[config.mk]
export PLATFORM = sky130hd
export DESIGN_NAME = thecd_ram
export DESIGN_NICKNAME = d
export VERILOG_FILES = /design/src/rtl/thecd_ram.sv
export SDC_FILE = /design/constraint.sdc
export NUM_CORES = 1
export LEC_CHECK = 0
export ABC_AREA = 1
export BUFFER_PORTS_ARGS = -buffer_cell sky130_fd_sc_hd__buf_2
export CAP_MARGIN = 10
export CORE_ASPECT_RATIO = 1.25
export CORE_MARGIN = 3
export CORE_UTILIZATION = 25
export DETAILED_ROUTE_END_ITERATION = 6
export HOLD_SLACK_MARGIN = 0.03
export PLACE_DENSITY = 0.39
export SLEW_MARGIN = 20
export SYNTH_ARGS = -nofsm -noshare
export SYNTH_HDL_FRONTEND = slang
export SYNTH_SLANG_ARGS = --single-unit
[constraint.sdc]
create_clock -name clk -period 3.3 [get_ports clk]
set_clock_uncertainty 0.2 [all_clocks]
set_input_delay 0.165 -clock clk [delete_from_list [all_inputs] [get_ports clk]]
set_output_delay 0.165 -clock clk [all_outputs]
set_load 0.1 [all_outputs]
[src/rtl/thecd_ram.sv]
// Generic single-port-write, single-read RAM with registered read data.
// No dependencies.
module thecd_ram #(
	parameter int unsigned Width = 8,
	parameter int unsigned Depth = 16
) (
	input logic clk,
	input logic we,
	input logic [$clog2(Depth)-1:0] waddr,
	input logic [Width-1:0] wdata,
	input logic [$clog2(Depth)-1:0] raddr,
	output logic [Width-1:0] rdata
);
	logic [Width-1:0] mem [Depth];

	// Write port and registered read port.
	always_ff @(posedge clk) begin
		if (we) begin
			mem[waddr] <= wdata;
		end
		rdata <= mem[raddr];
	end
endmodule

==> impl_metrics.ini <==
[run_status]
status = completed

[synth]
synth_top_family_by_area = simple AND/OR/NAND/NOR gates
yosysMostFrequentCell = nand2_1
synth_compound_area_share_pct = 0
synth_top_area_cell = edfxtp_1
async_flop_share_pct = 0
ys.flop_type = edfxtp_1
synth_seq_area_share_pct = 69.4
syn_area_um2 = 5770
ys_ff_latch = 136
synthMuxAreaShare_pct = 0
synthSimpleGateAreaFrac_pct = 21.0
synthAdderAreaFrac_pct = 0
synth_cells = 551
synthTopCellsByCount = nand2_1 (173), edfxtp_1 (128), inv_1 (100)
netlist.area_leader.share_pct = 66.7
syn_avg_cell_area_um2 = 10.5
yosys-top-cells-area = edfxtp_1 (67%), nand2_1 (11%), nand3_1 (8.4%)
synth_xor_area_share_pct = 0
synth_nets = 569
yosys_warnings = 0
synth_edf_count = 128
synth_cell_type_count = 12

[run]
maxCapViolCount = 0

[setup_path]
r2r_cells = 6
worstPathMaxFanout = 1
critPathCaptureType = output pin
crit_slowest_cell = buf_2
r2r_slack_ps = 2010
crit_required_ps = 2930
worstReg2RegEnd = rdata[5]
reg2reg_from = mem[7][5]
path_cells = buf_2
start_kind = flip-flop
crit_type = flip-flop to output pin
worstPathArrival_ps = 1220
slowest_delay_ps = 450
worst_path_dominant_cell_family = buffers and inverters
critical_path_buf_inv_count = 1

[min_path]
hold_depth = 4
hold_path_class = primary input to flip-flop
min-delay-start = raddr[2]
min_to = rdata[6]

[layout]
nets = 601
utilization_pct = 29.8
final_area_um2 = 6690
diodes = 0
layout-drive-gt1-share_pct = 8.24
final_cells = 878
syn2layout_area_growth_pct = 15.9

[die]
start_util_pct = 25.7
fp.dieH_um = 176
io_pins = 26
core_area_um2 = 22400
die_w_um = 142
rows = 61
die_area_um2 = 24900

[sta]
finalCritPeriodShare_pct = 48.1
finalWorstSetupSlack_ps = 1710
fin_setup_tns_ps = 0
layout_min_cycle_time_ps = 1590
final_max_slew_viol_count = 0
rsz0062_at_grt = no
fmax_ghz = 0.631
timing.final.hold_violations = 0
setup_viol = 0
hold_ws_ps = 94.1
relSlewSlack_pct = 37.9
worstMarginPinSlew_ps = 927

[clock_tree]
clk_pin_slew_ps = 50
numCtsBuffers = 17
htreeDepth = 4
cts_tree = done
clock-sinks = 136
post_cts_resized = 0
clock_latency_ps = 410
cts.path.max_buffers = 2
cts_root_buf = clkbuf_16

[detailed_routing]
ant_nets = 0
drt_iter0_drc = 199
m1WireLength_mm = 6.60
dr.pass1.iters = 4
wl_met3_um = 403
vias = 3672
wirelength_mm = 15.0
wl_per_cell_um = 17.1
top_layer = met4
via_per_inst = 4.18
drc_errors = 0
route.met2.wl_mm = 7.93

[placed_design]
pre_cts_ws_ps = 1360
port_buffers = 25
hpwlAfterDp_mm = 9.14
gp_congestion = 0.718
placed_area_um2 = 6110
place_inst = 838

[pwr]
p_leak_nw = 2.81
vdd_drop_max_uv = 281
finalPower_mw = 3.85
cellPowerDensity_nw_per_um2 = 576

[grt]
first_global_vias = 3781
grt_usage_pct = 12.7
grt-ovfl-total = 0
antenna_found_initial = 0
grt_max_degree = 65
grt_pass1_wl_mm = 22.9
[what timing repair did]
item | 4_1_cts | 5_1_grt
endpoints found under the hold margin | 120 | 4
setup buffers | 0 | 0
endpoints found under the setup margin | 0 | 0
hold buffers | 8 | 1
[worst max path at each step]
stage | startpoint | to | slack (ps) | cells after the start
6_report | rdata[6] | rdata[6] | 1710 | 1
5_1_grt | rdata[6] | rdata[6] | 1660 | 1
4_1_cts | rdata[6] | rdata[6] | 1660 | 1
3_5_place_dp | waddr[2] | mem[10][0] | 1360 | 3
3_3_place_gp | raddr[0] | rdata[0] | 1370 | 8
2_1_floorplan | waddr[2] | mem[10][0] | 1980 | 2
[worst reg2reg max path, delay by kind of cell, from the launching register on]
family	cells	cell delay, ps
buffers and inverters	1	50
AND/OR/NAND/NOR	5	580
flip-flops	1	350
[routing by layer]
metal  vias up  track usage (%)
li1       1832                -
met1      1783             15.4
met5         -                0
met4         0             3.12
met2        50             22.3
met3         7             3.40
[sequential cells by signal, indices dropped and copies added (netlist names)]
| signal | cells |
|---|---|
| mem | 128 |
| rdata | 8 |
[cell usage in the layout (no fill, tap or decap)]
| master | count |
|---|---|
| clkinv_2 | 2 |
| inv_2 | 2 |
| buf_2 | 25 |
| inv_1 | 100 |
| nor2_1 | 17 |
| nand3b_1 | 2 |
| edfxtp_1 | 128 |
| dlygate4sd3_1 | 9 |
| clkinv_1 | 6 |
| nand3_1 | 97 |
| dfxtp_1 | 8 |
| clkbuf_1 | 6 |
| clkbuf_16 | 17 |
| nand2_1 | 173 |
| buf_4 | 2 |
| buf_12 | 1 |
[cell families after synthesis]
logic type             after synthesis
buffers and inverters              126
DFF                                136
and+or+nand+nor                    289
[report_power, final]
part           internal (mW)  leakage [nW]  total (mW)  switching [mW]
clock network          0.935         0.234        1.58           0.649
logic                 0.0700          1.35       0.326           0.256
registers               1.93          1.22        1.94          0.0112
total                   2.94          2.81        3.85           0.916
[area by class of cell]
class	count	area (um2)
Fill cell	2400	15800
Multi-Input combinational cell	289	1210
Sequential cell	136	4000
Inverter	102	383
Clock buffer	23	448
Clock inverter	8	32.5
Timing Repair Buffer	37	250
Tap cell	283	354
(Power assumes the default switching activity.)
